==> src/hw/rtl/wso_pkg.sv <==
// Shared types and constants of the wheel speed odometer.
// No dependencies; imported by every module of the block.
`timescale 1ns / 1ps

package wso_pkg;

    // Widths of result fields, timer, dividend, in/out words
    localparam int SPEED_W    = 10;
    localparam int DIR_W      = 2;
    localparam int DIST_W     = 32;
    localparam int TIMER_W    = 32;
    localparam int DIVIDEND_W = 32;
    localparam int IN_W       = 8;
    localparam int OUT_W      = 48;

    localparam logic [SPEED_W-1:0] SPEED_MAX = SPEED_W'(999);

    // Direction codes
    localparam logic [DIR_W-1:0] DIR_NONE     = 2'd0;
    localparam logic [DIR_W-1:0] DIR_BACKWARD = 2'd1;
    localparam logic [DIR_W-1:0] DIR_FORWARD  = 2'd2;

    // Configuration register indexes
    localparam int CFG_IDX_W = 1;
    localparam logic [CFG_IDX_W-1:0] REG_SPEED_SCALE   = 1'd0;
    localparam logic [CFG_IDX_W-1:0] REG_TIMEOUT_TICKS = 1'd1;

    localparam logic [31:0] SPEED_SCALE_RESET   = 32'd432000000;
    localparam logic [31:0] TIMEOUT_TICKS_RESET = 32'd60000000;

    // One result word, speed in the lowest bits
    typedef struct packed {
        logic [DIST_W-1:0]  distance_m;
        logic [DIR_W-1:0]   direction;
        logic [SPEED_W-1:0] speed_kmh;
    } result_t;

    typedef enum logic {
        ST_IDLE,
        ST_DIV
    } state_t;

endpackage

==> src/hw/rtl/wso_div.sv <==
// Bit-serial restoring divider: one quotient bit per cycle.
// Depends on wso_pkg for the dividend width.
`timescale 1ns / 1ps

module wso_div #(
    parameter int DIV_W = 32
) (
    input  logic                         aclk,
    input  logic                         aresetn,
    input  logic                         start,
    input  logic [wso_pkg::DIVIDEND_W-1:0] dividend,
    input  logic [DIV_W-1:0]             divisor,
    output logic                         done,
    output logic [wso_pkg::DIVIDEND_W-1:0] quotient
);
    import wso_pkg::*;

    localparam int CNT_W = $clog2(DIVIDEND_W);
    localparam logic [CNT_W-1:0] CNT_LAST = CNT_W'(DIVIDEND_W - 1);

    logic [DIVIDEND_W-1:0] quo_reg, quo_next;
    logic [DIV_W-1:0]      rem_reg, rem_next;
    logic [DIV_W-1:0]      dvs_reg;
    logic [CNT_W-1:0]      cnt_reg;
    logic                  busy_reg;
    logic                  done_reg;
    logic [DIV_W:0]        rem_shift;
    logic [DIV_W:0]        diff;
    logic                  fits;

    // One restoring step: shift in the next dividend bit, subtract if it fits
    always_comb begin
        rem_shift = {rem_reg, quo_reg[DIVIDEND_W-1]};
        diff      = rem_shift - {1'b0, dvs_reg};
        fits      = ~diff[DIV_W];
        rem_next  = fits ? diff[DIV_W-1:0] : rem_shift[DIV_W-1:0];
        quo_next  = {quo_reg[DIVIDEND_W-2:0], fits};
    end

    // Datapath shift registers
    always_ff @(posedge aclk) begin
        if (start) begin
            quo_reg <= dividend;
            rem_reg <= '0;
            dvs_reg <= divisor;
        end else if (busy_reg) begin
            quo_reg <= quo_next;
            rem_reg <= rem_next;
        end
    end

    // Step counter and done pulse
    always_ff @(posedge aclk) begin
        if (!aresetn) begin
            busy_reg <= 1'b0;
            done_reg <= 1'b0;
            cnt_reg  <= '0;
        end else begin
            done_reg <= 1'b0;
            if (start) begin
                busy_reg <= 1'b1;
                cnt_reg  <= '0;
            end else if (busy_reg) begin
                cnt_reg <= cnt_reg + 1'b1;
                if (cnt_reg == CNT_LAST) begin
                    busy_reg <= 1'b0;
                    done_reg <= 1'b1;
                end
            end
        end
    end

    assign done     = done_reg;
    assign quotient = quo_reg;

endmodule

==> src/hw/rtl/wheel_speed_odometer.sv <==
// Wheel speed odometer top level: period counter, timeout, pulse count,
// speed by serial division. Depends on wso_pkg and wso_div.
//
//   Channel  Dir  Handshake          Word
//   s_       in   s_tvalid/s_tready  [0] tick, [1] wheel_edge, [2] reverse_level
//   m_       out  m_tvalid/m_tready  [9:0] speed_kmh, [11:10] direction,
//                                    [43:12] distance_m
//   cfg_     in   cfg_wr_en          0 speed_scale, 1 timeout_ticks
//
// A word without a wheel edge, or with an edge after a zero period, completes in
// its accept cycle. A wheel edge after a nonzero period goes through accept,
// 32 steps of the one-bit-per-cycle restoring divider, and write back.
// Reset (aresetn low, synchronous) clears all counters, speed and direction.
// A finished result waits in the output register; one more result may wait in
// a skid register, and input is held off while that one is occupied.
`timescale 1ns / 1ps

module wheel_speed_odometer #(
    parameter int COUNT_WIDTH = 32
) (
    input  logic                            aclk,
    input  logic                            aresetn,
    input  logic                            s_tvalid,
    output logic                            s_tready,
    // [0] tick, [1] wheel_edge, [2] reverse_level, [7:3] zero
    input  logic [wso_pkg::IN_W-1:0]        s_tdata,
    output logic                            m_tvalid,
    input  logic                            m_tready,
    // [9:0] speed_kmh, [11:10] direction, [43:12] distance_m, [47:44] zero
    output logic [wso_pkg::OUT_W-1:0]       m_tdata,
    input  logic                            cfg_wr_en,
    input  logic [wso_pkg::CFG_IDX_W-1:0]   cfg_index,
    input  logic [31:0]                     cfg_wr_data
);
    import wso_pkg::*;

    state_t               state_reg, state_next;
    logic [31:0]          scale_reg;
    logic [31:0]          tout_ticks_reg;
    logic [COUNT_WIDTH-1:0] period_reg, period_next;
    logic [TIMER_W-1:0]   timeout_reg, timeout_next;
    logic [DIST_W-1:0]    pulse_reg, pulse_next;
    logic [SPEED_W-1:0]   speed_reg, speed_next;
    logic [DIR_W-1:0]     dir_reg, dir_next;

    result_t              out_reg, pend_reg, res;
    logic                 out_valid_reg, pend_valid_reg;
    logic                 out_free;

    logic                 in_accept;
    logic                 tick, wheel_edge, reverse_level;
    logic                 item_done;
    logic                 div_start, div_done;
    logic [DIVIDEND_W-1:0] div_quo;
    logic [SPEED_W-1:0]   div_speed;

    assign tick          = s_tdata[0];
    assign wheel_edge    = s_tdata[1];
    assign reverse_level = s_tdata[2];

    assign s_tready  = (state_reg == ST_IDLE) && !pend_valid_reg;
    assign in_accept = s_tvalid && s_tready;

    // Serial divider for speed_scale / period
    wso_div #(
        .DIV_W (COUNT_WIDTH)
    ) u_div (
        .aclk     (aclk),
        .aresetn  (aresetn),
        .start    (div_start),
        .dividend (scale_reg),
        .divisor  (period_reg),
        .done     (div_done),
        .quotient (div_quo)
    );

    // Saturate the quotient to the display range
    assign div_speed = (div_quo > DIVIDEND_W'(SPEED_MAX)) ? SPEED_MAX
                                                          : div_quo[SPEED_W-1:0];

    // Configuration registers
    always_ff @(posedge aclk) begin
        if (!aresetn) begin
            scale_reg      <= SPEED_SCALE_RESET;
            tout_ticks_reg <= TIMEOUT_TICKS_RESET;
        end else if (cfg_wr_en) begin
            unique case (cfg_index)
                REG_SPEED_SCALE:   scale_reg      <= cfg_wr_data;
                REG_TIMEOUT_TICKS: tout_ticks_reg <= cfg_wr_data;
                default: ;
            endcase
        end
    end

    // Next state: tick handling first, then the edge wins
    always_comb begin
        state_next   = state_reg;
        period_next  = period_reg;
        timeout_next = timeout_reg;
        pulse_next   = pulse_reg;
        speed_next   = speed_reg;
        dir_next     = dir_reg;
        item_done    = 1'b0;
        div_start    = 1'b0;
        unique case (state_reg)
            ST_IDLE: begin
                if (in_accept) begin
                    if (tick) begin
                        if (period_reg != '1) begin
                            period_next = period_reg + 1'b1;
                        end
                        if (timeout_reg <= TIMER_W'(1)) begin
                            timeout_next = '0;
                            speed_next   = '0;
                            dir_next     = DIR_NONE;
                        end else begin
                            timeout_next = timeout_reg - 1'b1;
                        end
                    end
                    if (wheel_edge) begin
                        period_next  = {{(COUNT_WIDTH-1){1'b0}}, tick};
                        dir_next     = reverse_level ? DIR_BACKWARD : DIR_FORWARD;
                        pulse_next   = pulse_reg + 1'b1;
                        timeout_next = tout_ticks_reg;
                        if (period_reg == '0) begin
                            speed_next = SPEED_MAX;
                            item_done  = 1'b1;
                        end else begin
                            div_start  = 1'b1;
                            state_next = ST_DIV;
                        end
                    end else begin
                        item_done = 1'b1;
                    end
                end
            end
            ST_DIV: begin
                if (div_done) begin
                    speed_next = div_speed;
                    item_done  = 1'b1;
                    state_next = ST_IDLE;
                end
            end
            default: state_next = ST_IDLE;
        endcase
        res.speed_kmh  = speed_next;
        res.direction  = dir_next;
        res.distance_m = pulse_next;
    end

    // State registers
    always_ff @(posedge aclk) begin
        if (!aresetn) begin
            state_reg   <= ST_IDLE;
            period_reg  <= '0;
            timeout_reg <= '0;
            pulse_reg   <= '0;
            speed_reg   <= '0;
            dir_reg     <= DIR_NONE;
        end else begin
            state_reg   <= state_next;
            period_reg  <= period_next;
            timeout_reg <= timeout_next;
            pulse_reg   <= pulse_next;
            speed_reg   <= speed_next;
            dir_reg     <= dir_next;
        end
    end

    assign out_free = !out_valid_reg || m_tready;

    // Output register with one skid entry
    always_ff @(posedge aclk) begin
        if (!aresetn) begin
            out_valid_reg  <= 1'b0;
            pend_valid_reg <= 1'b0;
        end else if (pend_valid_reg) begin
            if (out_free) begin
                out_valid_reg  <= 1'b1;
                pend_valid_reg <= 1'b0;
            end
        end else if (item_done) begin
            if (out_free) begin
                out_valid_reg <= 1'b1;
            end else begin
                pend_valid_reg <= 1'b1;
            end
        end else if (m_tready) begin
            out_valid_reg <= 1'b0;
        end
    end

    // Result payload
    always_ff @(posedge aclk) begin
        if (pend_valid_reg) begin
            if (out_free) begin
                out_reg <= pend_reg;
            end
        end else if (item_done) begin
            if (out_free) begin
                out_reg <= res;
            end else begin
                pend_reg <= res;
            end
        end
    end

    assign m_tvalid = out_valid_reg;
    assign m_tdata  = {(OUT_W - $bits(result_t))'(0), out_reg};

endmodule

==> config.mk <==
export PLATFORM = sky130hd
export DESIGN_NAME = wheel_speed_odometer
export DESIGN_NICKNAME = d
export VERILOG_FILES = /design/src/hw/rtl/wso_pkg.sv /design/src/hw/rtl/wso_div.sv /design/src/hw/rtl/wheel_speed_odometer.sv
export SDC_FILE = /design/constraint.sdc
export NUM_CORES = 1
export LEC_CHECK = 0
export BUFFER_PORTS_ARGS = -buffer_cell sky130_fd_sc_hd__buf_4
export CORE_AREA = 2 2 196 198
export DETAILED_ROUTE_END_ITERATION = 8
export DIE_AREA = 0 0 198 200
export PLACE_DENSITY = 0.71
export REMOVE_ABC_BUFFERS = 1
export SKIP_LAST_GASP = 1
export SYNTH_ARGS = -nofsm -noshare
export SYNTH_HDL_FRONTEND = slang
export SYNTH_SLANG_ARGS = --single-unit
==> constraint.sdc <==
create_clock -name aclk -period 7.99 [get_ports aclk]
set_input_delay 1.598 -clock aclk [delete_from_list [all_inputs] [get_ports aclk]]
set_output_delay 1.598 -clock aclk [all_outputs]
set_load 0.005 [all_outputs]
==> metrics.md <==
| Metric | Value |
|---|---|
| R2r worst-path depth | `13` |
| Die W | `198 µm` |
| Worst skew pair latency | `530 ps` |
| DR iter-0 viols | `764` |
| Final Cycle Share | `0.520` |
| Post-synth EDFFs | `152` |
| Wire per inst | `15.4 µm` |
| Final HPWL DP | `24.0 mm` |
| CTS buffer count | `39` |
| CP Depth | `10` |
| CTS tree | `built` |
| Leakage | `0.00752 µW` |
| MaxCap Viol Count | `0` |
| Required @ worst endpoint | `8270 ps` |
| Initial Util | `0.457` |
| Count of buffers from port buffering | `86` |
| Top cell type's share of synthesized area | `0.267` |
| Syn. warnings | `0` |
| Register bit count reported by yosys | `366` |
| Worst-margin pin slew | `1190 ps` |
| Routability cong. | `0.887` |
| Class of the worst hold path | `flip-flop to flip-flop` |
| Post-DRT Antenna Nets | `0` |
| Clock buffer depth | `3` |
| Die area | `39600 µm²` |
| Syn-to-layout area delta | `13.4%` |
| GRT Overall Usage | `0.183` |
| Final setup violation count | `0` |
| CTS Hold Bufs | `0` |
| First-pass GRT wire length | `59.8 mm` |
| Final Skew | `12.9 ps` |
| Outcome | `complete, no violations` |
| I/O Pins | `96` |
| Post-synth ARST share | `0` |
| CP max stage cell | `and4bb_1` |
| Drt pass-1 iters | `5` |
| CTS sink cnt | `366` |
| Worst path cell trace | `buf_4 > and4bb_1 > nand4_2 > or2_2 > nor2_4 > and3_2 > and4_1 > nand4_1 > xnor2_1 > mux2_2` |
| Worst Path Arrival | `4440 ps` |
| Slew headroom | `0.208` |
| Die Y-Extent | `200 µm` |
| Setup CP Type | `input port to flip-flop` |
| Grt ovf | `0` |
| CTS root buf | `clkbuf_16` |
| Multi-input logic area | `7690 µm²` |
| Crit path max fanout | `40` |
| Hold depth | `2` |
| Post_cts resized | `0` |
| Setup TNS | `0 ps` |
| Critical path's top delay family | `simple AND/OR/NAND/NOR gates` |
| Slew Viols, Final | `0` |
| Main synth FF type | `dfxtp_1` |
| # rows | `71` |
| Initial antenna violation count | `0` |
| Max Fclk | `240 MHz` |
| Setup Fix Bufs, Post-CTS | `0` |
| Synth Instances | `1759` |
| Via density | `5.34` |
| RSZ-0062 raised after global routing | `false` |
| Clock transition at path regs | `60 ps` |
| Hold_ws | `465 ps` |
| Vias in the first global route | `12100` |
| Tmin final | `4160 ps` |
| Htree depth | `2` |
| Register Area | `8850 µm²` |
| CP Buf/Inv Count | `1` |
| Syn_area_per_cell | `9.71 µm²` |
| Post-Syn Area | `17100 µm²` |
| Cell Count Post-Placement | `2278` |
| Routed Wire Length | `36.2 mm` |
| Fillers | `3366` |
| Max incr delay on CP | `520 ps` |
| Core footprint | `37400 µm²` |
| DRC Markers | `0` |
| Worst VDD drop | `0.234 mV` |
| Area leader, netlist | `edfxtp_1` |
| Pwr dens | `290 nW/µm²` |
| Final nets | `1894` |
| CP Capture Type | `flip-flop` |
| Layout cells sized above 1 | `0.126` |
| Largest net degree at the start of global routing | `93` |
| N_diodes | `0` |
| Vias | `12500` |
| Sequential-to-total area share from yosys stat | `0.518` |
| R2R setup slack | `4280 ps` |
| Distinct cells, synth | `81` |
| Critical path startpoint category | `input port` |
| Final Hold Viols | `0` |
| Non-Filler Instances | `2348` |
| Synth top area cells | `edfxtp_1 (27%), dfxtp_1 (25%), nand2_1 (6.6%)` |
-- area by class of cell --
cell class / count / area share
Clock buffer: 53 / 0.0557
Inverter: 59 / 0.0114
Timing Repair Buffer: 98 / 0.0380
Sequential cell: 366 / 0.457
Tap cell: 511 / 0.0330
Clock inverter: 17 / 0.00807
Multi-Input combinational cell: 1244 / 0.397
-- worst paths after layout --
path | from | to
min reg2reg | scale_reg[30]$_SDFFE_PN0P_ | scale_reg[30]$_SDFFE_PN0P_
max reg2reg | u_div.quotient[31]$_DFFE_PP_ | u_div.rem_reg[0]$_SDFFE_PP0P_
min | scale_reg[30]$_SDFFE_PN0P_ | scale_reg[30]$_SDFFE_PN0P_
max | s_tdata[1] | m_tdata[37]$_DFFE_PP_
-- power by group --
| group | internal, µW | leakage (µW) | switching [µW] |
|---|---|---|---|
| sequential | 2120 | 0.00318 | 115 |
| clock | 1020 | 0.000604 | 731 |
| combinational | 697 | 0.00373 | 931 |
-- synth_stat cells (5+ instances only) --
master	count
a211oi_1	5
a21boi_0	44
a21o_1	12
a21oi_1	83
a221oi_1	10
a22oi_1	11
a31oi_1	5
and2_1	64
and3_1	15
and4_1	5
buf_2	9
buf_4	6
clkbuf_1	74
dfxtp_1	214
edfxtp_1	152
ha_1	39
inv_1	59
mux2_2	44
mux2i_1	25
nand2_1	302
nand2b_1	16
nand3_1	58
nand4_1	28
nand4b_1	6
nor2_1	87
nor2b_1	19
nor3_1	30
nor3b_1	12
nor4_1	17
nor4b_1	5
o21ai_0	93
o21ai_1	12
o221ai_1	8
o22ai_1	5
o31ai_1	6
or2_2	5
or3_1	11
xnor2_1	45
xor2_1	45
-- tightest hold or removal path: stages (launching register included) --
cell      delay [ps]
dfxtp_1          310
nand2_1           50
a21boi_0          60
-- metrics by stage --
stage               power, µW  setup WS [ps]   util  cell area [µm²]
finish                   5610           3830  0.518            19400
global route             5940           3700  0.518            19400
detailed placement       3890           3310  0.485            18100
floorplan                3500           2290      -            16700
CTS                      5640           3850  0.518            19400
global placement         3840           3380  0.485            18100
-- per-layer routing --
metal / GRT usage / vias up / part of all wire
met5: 0 / - / 0
met4: 0.0518 / 0 / 0.019
met3: 0.0323 / 51 / 0.047
met2: 0.306 / 245 / 0.46
met1: 0.245 / 5922 / 0.47
li1: - / 6316 / -
-- logic make-up (layout without fill, tap and decap cells) --
| family | after synthesis | count (layout) | synth area share |
|---|---|---|---|
| AOI/OAI and AO/OA | 334 | 334 | 0.123 |
| DFF | 366 | 366 | 0.518 |
| muxes | 69 | 69 | 0.0437 |
| other | 1 | 4 | 0.000220 |
| buffers and inverters | 152 | 227 | 0.0354 |
| adders and majority gates | 40 | 40 | 0.0297 |
| and+or+nand+nor | 707 | 707 | 0.204 |
| xor gates and xnor gates | 90 | 90 | 0.0461 |
-- cell usage in the layout, fill, tap and decap left out, drive strengths merged, types with 6 or more instances in the layout --
master  instances
a22oi          11
mux2           44
clkbuf         53
edfxtp        152
dfxtp         214
or2             6
o31ai           6
nor3b          13
o21ai         106
and2           64
o221ai          8
or3            13
buf            98
nand3          58
nand4          29
nand2         303
nor4           18
and3           16
clkinv         10
nor3           31
nor2b          19
ha             39
a221oi         10
mux2i          25
a21o           12
a21oi          83
inv            62
nand4b          6
a21boi         45
xor2           45
nand2b         16
nor2           89
xnor2          45
Note: power is estimated with default switching activity, not from simulation.
